===== config.mk =====
export PLATFORM = sky130hd
export DESIGN_NAME = ws2812_ser
export DESIGN_NICKNAME = d
export VERILOG_FILES = /design/src/rtl/ws2812_pkg.sv /design/src/rtl/ws2812_ser.sv
export SDC_FILE = /design/constraint.sdc
export NUM_CORES = 1
export LEC_CHECK = 0
export BUFFER_PORTS_ARGS = -buffer_cell sky130_fd_sc_hd__buf_2
export CAP_MARGIN = 30
export CORE_MARGIN = 2
export CORE_UTILIZATION = 44
export CTS_CLUSTER_DIAMETER = 80
export CTS_CLUSTER_SIZE = 14
export DETAILED_ROUTE_END_ITERATION = 7
export GPL_ROUTABILITY_DRIVEN = 1
export PLACE_DENSITY = 0.85
export RECOVER_POWER = 100
export SYNTH_ARGS = -nofsm -noshare
export SYNTH_HDL_FRONTEND = slang
export SYNTH_SLANG_ARGS = --single-unit

===== constraint.sdc =====
create_clock -name clk_i -period 2 [get_ports clk_i]
set_clock_uncertainty 0.15 [all_clocks]
set_input_delay 0.1 -clock clk_i [delete_from_list [all_inputs] [get_ports clk_i]]
set_output_delay 0.1 -clock clk_i [all_outputs]
set_load 0.05 [all_outputs]

===== src/rtl/ws2812_pkg.sv =====
package ws2812_pkg;

  // input transaction codes
  typedef enum logic [1:0] {
    MODE_WRITE  = 2'd0,
    MODE_START  = 2'd1,
    MODE_REFILL = 2'd2
  } mode_e;

  // configuration register indexes
  localparam logic [1:0] CFG_HIGH_DUTY = 2'd0;
  localparam logic [1:0] CFG_LOW_DUTY  = 2'd1;
  localparam logic [1:0] CFG_LED_COUNT = 2'd2;

  localparam logic [15:0] HIGH_DUTY_RST = 16'd51;
  localparam logic [15:0] LOW_DUTY_RST  = 16'd26;
  localparam logic [8:0]  LED_COUNT_RST = 9'd256;

  localparam int unsigned SLOTS = 24;
  localparam int unsigned SLOT_W = 5;

  typedef struct packed {
    logic [1:0] mode;
    logic [7:0] led_number;
    logic [7:0] red;
    logic [7:0] green;
    logic [7:0] blue;
  } in_t;

  typedef struct packed {
    logic [15:0] duty;
    logic        gap_slot;
    logic        last;
  } out_t;

  // refill request from the control logic to the serializer
  typedef struct packed {
    logic valid;
    logic gap;
  } ser_req_t;

endpackage


===== src/rtl/ws2812_ser.sv =====
module ws2812_ser (
  input  logic                 clk_i,
  input  logic                 rst_ni,
  input  ws2812_pkg::ser_req_t req_i,
  input  logic [23:0]          rdata_i,
  input  logic [15:0]          high_duty_i,
  input  logic [15:0]          low_duty_i,
  output logic                 pend_o,
  output logic                 out_valid_o,
  input  logic                 out_ready_i,
  output ws2812_pkg::out_t     out_data_o
);

  logic                          pend_q, pend_d;
  logic                          pgap_q, pgap_d;
  logic                          busy_q, busy_d;
  logic                          gap_q, gap_d;
  logic [ws2812_pkg::SLOT_W-1:0] cnt_q, cnt_d;
  logic [23:0]                   sh_q, sh_d;
  logic                          last;
  logic                          pop;
  logic                          load;

  assign last = (cnt_q == ws2812_pkg::SLOT_W'(ws2812_pkg::SLOTS - 1));
  assign pop  = busy_q && out_ready_i;
  assign load = pend_q && (!busy_q || (pop && last));

  always_comb begin
    pend_d = pend_q;
    pgap_d = pgap_q;
    busy_d = busy_q;
    gap_d  = gap_q;
    cnt_d  = cnt_q;
    sh_d   = sh_q;
    if (pop) begin
      sh_d  = {sh_q[22:0], 1'b0};
      cnt_d = cnt_q + 1'b1;
      if (last) begin
        busy_d = 1'b0;
      end
    end
    if (load) begin
      pend_d = 1'b0;
      busy_d = 1'b1;
      gap_d  = pgap_q;
      cnt_d  = '0;
      // green, red, blue order on the wire
      sh_d   = pgap_q ? 24'd0 : {rdata_i[15:8], rdata_i[23:16], rdata_i[7:0]};
    end
    if (req_i.valid) begin
      pend_d = 1'b1;
      pgap_d = req_i.gap;
    end
  end

  always_ff @(posedge clk_i or negedge rst_ni) begin
    if (!rst_ni) begin
      pend_q <= 1'b0;
      busy_q <= 1'b0;
      cnt_q  <= '0;
    end else begin
      pend_q <= pend_d;
      busy_q <= busy_d;
      cnt_q  <= cnt_d;
    end
  end

  always_ff @(posedge clk_i) begin
    pgap_q <= pgap_d;
    gap_q  <= gap_d;
    sh_q   <= sh_d;
  end

  assign pend_o              = pend_q;
  assign out_valid_o         = busy_q;
  assign out_data_o.duty     = gap_q ? 16'd0 : (sh_q[23] ? high_duty_i : low_duty_i);
  assign out_data_o.gap_slot = gap_q;
  assign out_data_o.last     = last;

  a_cnt_range : assert property (@(posedge clk_i) disable iff (!rst_ni)
    busy_q |-> cnt_q <= ws2812_pkg::SLOT_W'(ws2812_pkg::SLOTS - 1))
    else $error("slot counter out of range");

  a_load_busy : assert property (@(posedge clk_i) disable iff (!rst_ni)
    (pend_q && !busy_q) |=> busy_q)
    else $error("pending refill not loaded");

  a_run_chain : assert property (@(posedge clk_i) disable iff (!rst_ni)
    (pop && last && pend_q) |=> (busy_q && cnt_q == '0))
    else $error("queued refill did not follow the finished run");

endmodule


# After elaboration in Yosys (flattened, before gate mapping)
# Index checks and enable logic that the tools add are counted.
[totals]
ff_bits = 33
in_bits = 61
output_inout_bits = 20
word_cells = 29
[op_classes]
n_addsub = 1
n_eq_ne = 1
n_mux = 12
n_reduce_logical = 9
[ops]
columns = ["op", "n"]
rows = [
  ["$mux W24", 3],
  ["$mux W16", 2],
  ["$mux W5", 2],
  ["$reduce_bool A2 Y1", 3],
  ["$add A5 B1 Y5 const B", 1],
  ["$eq A5 B5 Y1 const B", 1],
  ["$mux W1", 5],
  ["$logic_and A1 B1 Y1", 3],
  ["$reduce_and A2 Y1", 1],
  ["$logic_not A1 Y1", 1],
  ["$logic_or A1 B1 Y1", 1],
]

# Longest topological paths before layout
# Gate-level depths: netlist of the first run.
[depth]
word_depth = 6
mapped_depth = 7
ltp_nobuf = 4

# Worst setup path after synthesis of the first run
# Ideal clock, no wire load.
[synth_path]
path_type = "flip-flop to flip-flop"
start = "reg pend_q, in the netlist pend_o"
end = "reg sh_q[0], enable pin"
setup_ps = 381
arrival_time_ps = 1826
required_time_ps = 1469
setup_slack_ps = -357
path_stages_with_launch = 6
path_buffers = 3
period_less_slack_ps = 2357
path_cell_list = "dfrtp_1 > buf_2 > nand2b_1 > buf_2 > clkbuf_1 > nand2_1"
[synth_between]
elab_chain_cells = 2
[synth_lines]
columns = ["element", "line", "source"]
rows = [
  ["start, declared", "ws2812_ser.sv:14", "logic pend_q, pend_d;"],
  ["start signal, assigned", "ws2812_ser.sv:62", "pend_q <= pend_d;"],
  ["$logic_and A1 B1 Y1", "ws2812_ser.sv:26", "assign load = pend_q && (!busy_q || (pop && last));"],
  ["$reduce_bool A2 Y1 (no line)", "--", ""],
  ["end signal, assigned", "ws2812_ser.sv:71", "sh_q <= sh_d;"],
  ["end, declared", "ws2812_ser.sv:19", "logic [23:0] sh_q, sh_d;"],
]
# No other way between the ends.
# A chain may end at the register's enable or synchronous reset.

# Worst setup path in the final report of the first run
[layout_path]
start = "reg cnt_q[0] in the netlist's numbering"
end = "reg sh_q[4] (data pin)"
[layout_between]
elab_chain_cells = 5
[layout_lines]
columns = ["element", "line", "source"]
rows = [
  ["start, declared", "ws2812_ser.sv:18", "logic [ws2812_pkg::SLOT_W-1:0] cnt_q, cnt_d;"],
  ["start signal, assigned", "ws2812_ser.sv:64", "cnt_q <= cnt_d;"],
  ["$eq A5 B5 Y1", "ws2812_ser.sv:24", "assign last = (cnt_q == ws2812_pkg::SLOT_W'(ws2812_pkg::SLOTS - 1));"],
  ["$logic_and A1 B1 Y1", "ws2812_ser.sv:26", ""],
  ["$logic_or A1 B1 Y1", "ws2812_ser.sv:26", ""],
  ["$logic_and A1 B1 Y1", "ws2812_ser.sv:26", ""],
  ["$mux W24", "ws2812_ser.sv:42", "if (load) begin"],
  ["net sh_d[4]", "ws2812_ser.sv:19", ""],
]
# The timed path passes the listed nets, and every way through them passes these cells.

==> results, run 1 <==
- The clock buffer count from CTS is 5.
- The wire-length estimate of the detail-placed layout is 3038 um.
- The number of routed nets with antenna violations is 0.
- The transition time of the tightest slew-check pin is 0.6127 ns.
- Adding up every negative setup slack in the final design gives 0 ns.
- The required time at the endpoint of the critical path is 1.87 ns.
- The count of unique library cells instantiated by Yosys is 33.
- The cell count after synthesis is 191.
- The last weighted congestion value of the routability-driven placer is 0.9484.
- The die covers 5262 sq um.
- The root buffer cell is sky130_fd_sc_hd__clkbuf_8.
- During placement, the flow inserted port buffers numbering 80.
- The total wirelength of the detailed-routed design is 4466 um.
- Clock-pin slew was measured on the worst setup and hold paths at 0.06 ns.
- Along the worst path, the maximum fanout reaches 26.
- The final routed wire length divided by cell count is 13.91 um.
- Setup violations remaining at the end of the flow were counted as 0.
- The insertion delay to the later sink of the worst-skew pair is 0.29 ns.
- In the layout the commonest cells are sky130_fd_sc_hd__buf_2, sky130_fd_sc_hd__nand2_1, sky130_fd_sc_hd__edfxtp_1, sky130_fd_sc_hd__inv_1, sky130_fd_sc_hd__clkbuf_1.
- The starting density of the core is 46.51%.
- The die is 72.54 um tall.
- The number of violations reported at the end of detailed-routing iteration 0 is 143.
- During I/O placement, the number of pins put on the boundary was 81.
- The Yosys step of the flow raised 0 warnings.
- The class of the tightest hold or removal check is in -> reg.
- In this run the deepest clock path goes through 2 buffers.
- The layout net count is 330.
- The via count of the first global-routing pass is 1510.
- Summing the areas of all compound-gate instances in the mapped netlist gives 20.16% of the synthesized area.
- The total of flip-flops plus latches after synthesis is 33.
- Global routing used 16.84% of the available tracks across all layers.
- The number of hold-slack violations in the final timing report came to 0.
- IR analysis of the VDD net gives a maximum drop of 0.0004941 V.
- Summing the sequential cell areas from Yosys gives 46.25% of the chip area.
- Across the run, the number of max-cap violations was 0.
- After global routing the overflow that remains totals 0.
- Multiplexer cells account for 7.748% of the synthesized area.
- The number of H-tree levels is 2.
- Summing all placed instances gives a cell area of 2455 sq um.
- The TritonCTS sink count is 33.
- The clock tree from TritonCTS is built.
- Headroom to the max-slew limit came out at 59.33%.
- The arithmetic-cell share of the synthesized area counting full adders, half adders and majority gates is 0.6053%.
- The final non-filler cell area is 2584 sq um.
- Leaving out fill and tap cells, the most frequent cell in the layout is sky130_fd_sc_hd__buf_2.
- For this run, the top clock speed supported by timing is 0.5210 GHz.
- The startpoint-to-endpoint class of the critical path is reg -> reg.
- STA classifies the critical path endpoint as a flop.
- Entering global routing, the biggest net connects 27 pins.
- The synthesized-area fraction occupied by and/or/nand/nor cells is 14.35%.
- Data on the critical path arrives at its endpoint at 1.79 ns.
- Dividing the final minimum period by the clock period gives 95.97%.
- Power spread over the standard cell area amounts to 734.6 nW/um^2.
- The max-slew violation total from the final report came to 0.
- The core footprint is 4444 sq um.
- After detailed routing, the number of remaining DRC violations is 0.
- The wire length of the first global-routing pass is 6920 um.
- The floorplan step set the die width to 72.54 um.
- The routed layout has 1670 vias.
- When the netlist entered floorplanning its net count stood at 253.
- The synthesized area per cell is 10.82 sq um.
- The total power consumption of the routed design is 1.898 mW.
- Setup repair after global routing left no endpoint under its margin.
- The layout-stage area growth over the synthesis result is 25.00%.
- The sort of element at the start of the critical path is a flop.
- The number of antenna violations at the first check in global routing is 0.
- Using the TritonRoute via totals, the vias-per-cell ratio works out to 5.202.
- The total leakage power is 1.188 nW.
- The number of iterations in the first detailed-routing pass is 4.
- After synthesis, the largest family of logic cells by area is compound AO/OA/AOI/OAI gates.
- The xor and xnor fraction of the mapped netlist area is 0%.
- The number of antenna diodes in the final layout is 0.
- The post-route netlist has 36.06% of its cells at a drive strength greater than 1.
- The synthesized area is 2067 sq um.
- The smallest clock period supported by the final layout is computed as 1.919 ns.
- The initialized floorplan defines 24 standard-cell rows.
- The flow ran to the end, and the final reports show no timing, DRC or antenna violations.
[power by group]
part           switching, mW  internal [mW]  total [mW]  leakage, nW
logic                  0.276          0.208       0.483        0.809
registers             0.0646          0.839       0.904        0.334
clock network          0.230          0.280       0.511       0.0455
[flip-flops by register name (all words and copies together) (netlist names)]
| signal | flops |
|---|---|
| gap_q | 1 |
| cnt_q | 5 |
| pgap_q | 1 |
| sh_q | 24 |
| out_valid_o | 1 |
| pend_o | 1 |
[Yosys cell counts (all sizes together)]
master | instances | area, sq um
a21boi | 2 | 15.01
a21o | 1 | 7.510
a21oi | 1 | 5.000
a311oi | 1 | 8.760
a31oi | 1 | 21.27
and3 | 3 | 23.77
and4b | 1 | 10.01
buf | 15 | 116.4
clkbuf | 5 | 18.77
dfrtp | 7 | 175.2
edfxtp | 26 | 780.8
ha | 1 | 12.51
inv | 24 | 90.09
mux2i | 16 | 160.2
nand2 | 28 | 105.1
nand2b | 2 | 12.51
nand3 | 5 | 25.02
nand3b | 3 | 22.52
nor2 | 16 | 60.06
nor2b | 1 | 6.260
nor3 | 1 | 5.000
nor3b | 1 | 7.510
nor4 | 1 | 6.260
o211ai | 1 | 7.510
o21ai | 3 | 15.01
o32ai | 23 | 336.6
or2 | 1 | 6.260
or3 | 1 | 6.260
[kinds of logic after synthesis]
family                     count (synthesis)
and+or+nand+nor                           64
buffers and inverters                     44
muxes                                     16
adders and majority gates                  1
DFF                                       33
AOI/OAI and AO/OA                         33
[critical path: stages (launching register included)]
cell and delay (ns):
sky130_fd_sc_hd__dfrtp_1 0.42, sky130_fd_sc_hd__ha_1 0.26, sky130_fd_sc_hd__and4b_2 0.28, sky130_fd_sc_hd__a31oi_4 0.22, sky130_fd_sc_hd__buf_12 0.21, sky130_fd_sc_hd__o32ai_1 0.10
[cell type report]
cell class / instances / area, sq um
fill: 411 / 1861
multi-input combinational: 115 / 905.9
sequential: 33 / 955.9
inverter: 24 / 90.09
tap: 52 / 65.06
timing repair buffer: 89 / 476.7
clock buffer: 8 / 90.09
[metrics by stage]
| step | setup slack [ns] | std cells | utilization, % | hold slack [ns] |
|---|---|---|---|---|
| floorplan | 0.04480 | 191 | - | -0.3456 |
| global placement | 0.1117 | 308 | 55.24 | -0.2061 |
| detailed placement | 0.04806 | 308 | 55.24 | -0.2055 |
| CTS | 0.01770 | 320 | 58.39 | 0.02950 |
| global route | 0.0007736 | 321 | 58.14 | 0.05168 |
| finish | 0.08065 | 321 | 58.14 | 0.03897 |
[worst paths after layout]
path                             from       end  slack, ns  cells past startpoint
setup reg to reg             cnt_q[0]   sh_q[4]       0.08                      5
hold / removal             rdata_i[0]   sh_q[0]       0.04                      2
min in group asynchronous      rst_ni  cnt_q[1]       0.10                      2
max in group asynchronous      rst_ni  cnt_q[2]       1.33                      2
hold reg to reg              cnt_q[2]  cnt_q[2]       0.43                      1
setup / recovery             cnt_q[0]   sh_q[4]       0.08                      5
[timing repair]
item / in CTS / in global routing
endpoints found under the setup margin: 1 / 23
pin swaps: 0 / 1
hold buffers: 3 / 0
cloned: 0 / 1
hold endpoints to repair: 10 / 0
resized for setup: 0 / 2
buffers inserted: 1 / 0
[layer usage]
layer  share of wire (%)  track usage, %  vias up
li1                    -               -      832
met1                  43           21.09      763
met2                  47           27.98       69
met3                 8.2           5.694        6
met4                 1.2           4.321        0
met5                   0               0        -
(Power assumes the default switching activity.)
==> run 2: changes to the inputs <==
--- a/config.mk
+++ b/config.mk
@@ -15,6 +15,7 @@
 export GPL_ROUTABILITY_DRIVEN = 1
 export PLACE_DENSITY = 0.85
 export RECOVER_POWER = 100
+export REMOVE_ABC_BUFFERS = 1
 export SYNTH_ARGS = -nofsm -noshare
 export SYNTH_HDL_FRONTEND = slang
 export SYNTH_SLANG_ARGS = --single-unit
==> run 2 against run 1 <==
- cell count rose by 0.62%
- via count increased by 3.3%
- total power decreased by 2.0%
- wire length increased by 3.9%
- combinational power decreased by 4%
- worst hold slack worse by 0.015 ns
- maximum frequency is 0.79% lower
- final area about the same
- setup slack got worse by 0.015 ns
- largest power group unchanged
==> results, run 2 (synthesis results as in run 1) <==
- 0 antenna diodes ended up in the layout.
- The die is 72.54 um tall.
- The flow ran to the end, and the final reports show no timing, DRC or antenna violations.
- Once the floorplan was initialized, standard cells occupied 46.51% of the core.
- Counting along the longest clock path gives a buffer depth of 2.
- After detailed routing, the total wire length is 4642 um.
- The register name with the most flops is sh_q.
- The highest fanout seen on the critical path is 10.
- The remaining global-route overflow is 0.
- The delay of the slowest cell on the worst path is 0.42 ns.
- The last weighted congestion value of the routability-driven placer is 0.8881.
- The clock tree from TritonCTS is built.
- The sort of element at the start of the critical path is a flop.
- The transition time of the tightest slew-check pin is 0.5891 ns.
- For this design the static power due to leakage is 1.247 nW.
- The clock-pin transition on the worst setup and hold timing paths is 0.07 ns.
- The tree is rooted in a sky130_fd_sc_hd__clkbuf_8.
- The number of H-tree levels is 2.
- The max-slew violation total from the final report is 0.
- From synthesis to final layout, the design area changed by 24.88%.
- In this run the core area contains 24 standard-cell rows.
- The worst register-to-register path has a setup slack of 0.07 ns.
- The register with the most flip-flops in the layout has 24 of them.
- The max-cap violation count is 0.
- The worst setup path is captured at a flop.
- In this run the critical register-to-register path is captured at sh_q[22].
- In this run the worst setup path terminates at sh_q[22].
- Buffers placed on the I/O ports in this run total 80.
- The power density over the cells is 720.7 nW/um^2.
- Setup repair after global routing left no endpoint under its margin.
- The area after detailed placement is 2480 sq um.
- The highest clock rate is 0.5169 GHz.
- The smallest clock period supported by the final layout is computed as 1.935 ns.
- At the later pin of the worst-skew pair, clock insertion delay measures 0.28 ns.
- Entering global routing, the biggest net connects 25 pins.
- The most common library cell in the layout ignoring fill and taps is sky130_fd_sc_hd__buf_2.
- The final setup violation count is 0.
- The share of the core filled with cells in the final layout is 58.08%.
- The TritonCTS sink count is 33.
- Across every metal layer, demand over resource in global routing totals 17.78%.
- The beginning of the worst register-to-register path is cnt_q[0].
- The final routed wire length divided by cell count is 14.37 um.
- Walking the worst path, the cells encountered are ha_1 > and4b_2 > a31oi_4 > clkbuf_4 > o32ai_2.
- The wire length of the first global-routing pass is 7369 um.
- The layout cell share with drive strength beyond 1 is 40.22%.
- The top cell types in the final layout, fill and taps aside, are sky130_fd_sc_hd__buf_2, sky130_fd_sc_hd__nand2_1, sky130_fd_sc_hd__edfxtp_1, sky130_fd_sc_hd__inv_1.
- In this run the worst setup path begins at cnt_q[0].
- After layout, the worst path uses 96.73% of the clock period.
- Headroom to the max-slew limit came out at 60.90%.
- The number of violations reported at the end of detailed-routing iteration 0 is 60.
- The critical path in this run is classified as reg -> reg.
- In the routed design, unresolved DRC markers number 0.
- The via count of the first global-routing pass is 1650.
- The number of antenna violations at the first check in global routing came to 0.
- The number of hold-slack violations in the final timing report is 0.
- After detailed routing, the number of vias per cell comes to 5.341.
- The floorplan step defined a die boundary enclosing 5262 sq um.
- In this run the remaining antenna-violating nets after routing total 0.
- The number of top-level pins is 81.
- After legalization and detailed placement, the total HPWL measured 3195 um.
- The layout net count is 332.
- The final non-filler cell area is 2581 sq um.
- The class of the tightest hold or removal check is in -> reg.
- The data arrival time of the critical path is 1.81 ns.
- The largest registers in the layout are sh_q x24, cnt_q x5.
- Measured in cells, the most critical reg-to-reg path has a length of 5.
- The required time at the endpoint of the critical path is 1.87 ns.
- Counting the buffers created by CTS gives 5.
- The total area inside the core boundary comes to 4444 sq um.
- The largest vdd supply drop is 0.0004682 V.
- Power comes to 1.860 mW.
- The routed layout has 1725 vias.
- The die width is 72.54 um.
- The slowest stage of the critical path belongs to the cell sky130_fd_sc_hd__dfrtp_1.
- The first TritonRoute pass finished after 4 iterations.
## run 2: timing repair
item                                    4_1_cts  5_1_grt
buffers inserted                              0        2
gates resized for setup                       0        2
endpoints found under the setup margin        1       39
gates cloned                                  1        0
hold buffers                                  3        0
pin swaps                                     1        0
hold endpoints to repair                     10        0
## run 2: final cells by class
class                      count  area [sq um]
fill                         405          1863
inverter                      24         90.09
sequential                    33         955.9
multi-input combinational    115         860.8
clock buffer                   6         72.57
tap                           52         65.06
timing repair buffer          91         526.8
clock inverter                 2         10.01
## run 2: worst min-delay path by stage
stage | from | to | slack [ns] | cells after the start
floorplan | rst_ni | cnt_q[0] | -0.35 | 0
global placement | rst_ni | cnt_q[2] | -0.21 | 1
detailed placement | rst_ni | cnt_q[2] | -0.22 | 1
CTS | rst_ni | cnt_q[3] | 0.02 | 2
global route | rdata_i[0] | sh_q[0] | 0.02 | 2
finish | rdata_i[0] | sh_q[0] | 0.02 | 2
## run 2: critical path: cells and delay by family (launching register included)
family / cells / cell delay [ns]
AO/OA/AOI/OAI: 2 / 0.31
adder cells (fa/ha/maj): 1 / 0.26
buffers and inverters: 1 / 0.27
flip-flops: 1 / 0.42
AND/OR/NAND/NOR: 1 / 0.28
## run 2: metrics by stage
step | TNS, ns | setup WS, ns | hold slack (ns) | std cells
2_1_floorplan | -21.57 | -0.5444 | -0.3456 | 171
3_3_place_gp | 0 | 0.1084 | -0.2137 | 309
3_5_place_dp | -0.01865 | -0.01345 | -0.2156 | 309
4_1_cts | 0 | 0.001316 | 0.01730 | 321
5_1_grt | 0 | 0.004619 | 0.02350 | 323
6_report | 0 | 0.06537 | 0.02411 | 323
## run 2: where the power goes
part	switching, mW	internal (mW)
logic	0.260	0.206
registers	0.0776	0.839
clock network	0.237	0.241
total	0.575	1.29
## run 2: per-layer routing
layer  GRT usage (%)  vias to the layer above  wire length (um)
met5               0                        -                 0
met4           3.704                        0                30
met3           5.417                        4               455
met2           31.11                       90              2253
met1           21.65                      790              1902
li1                -                      841                 -
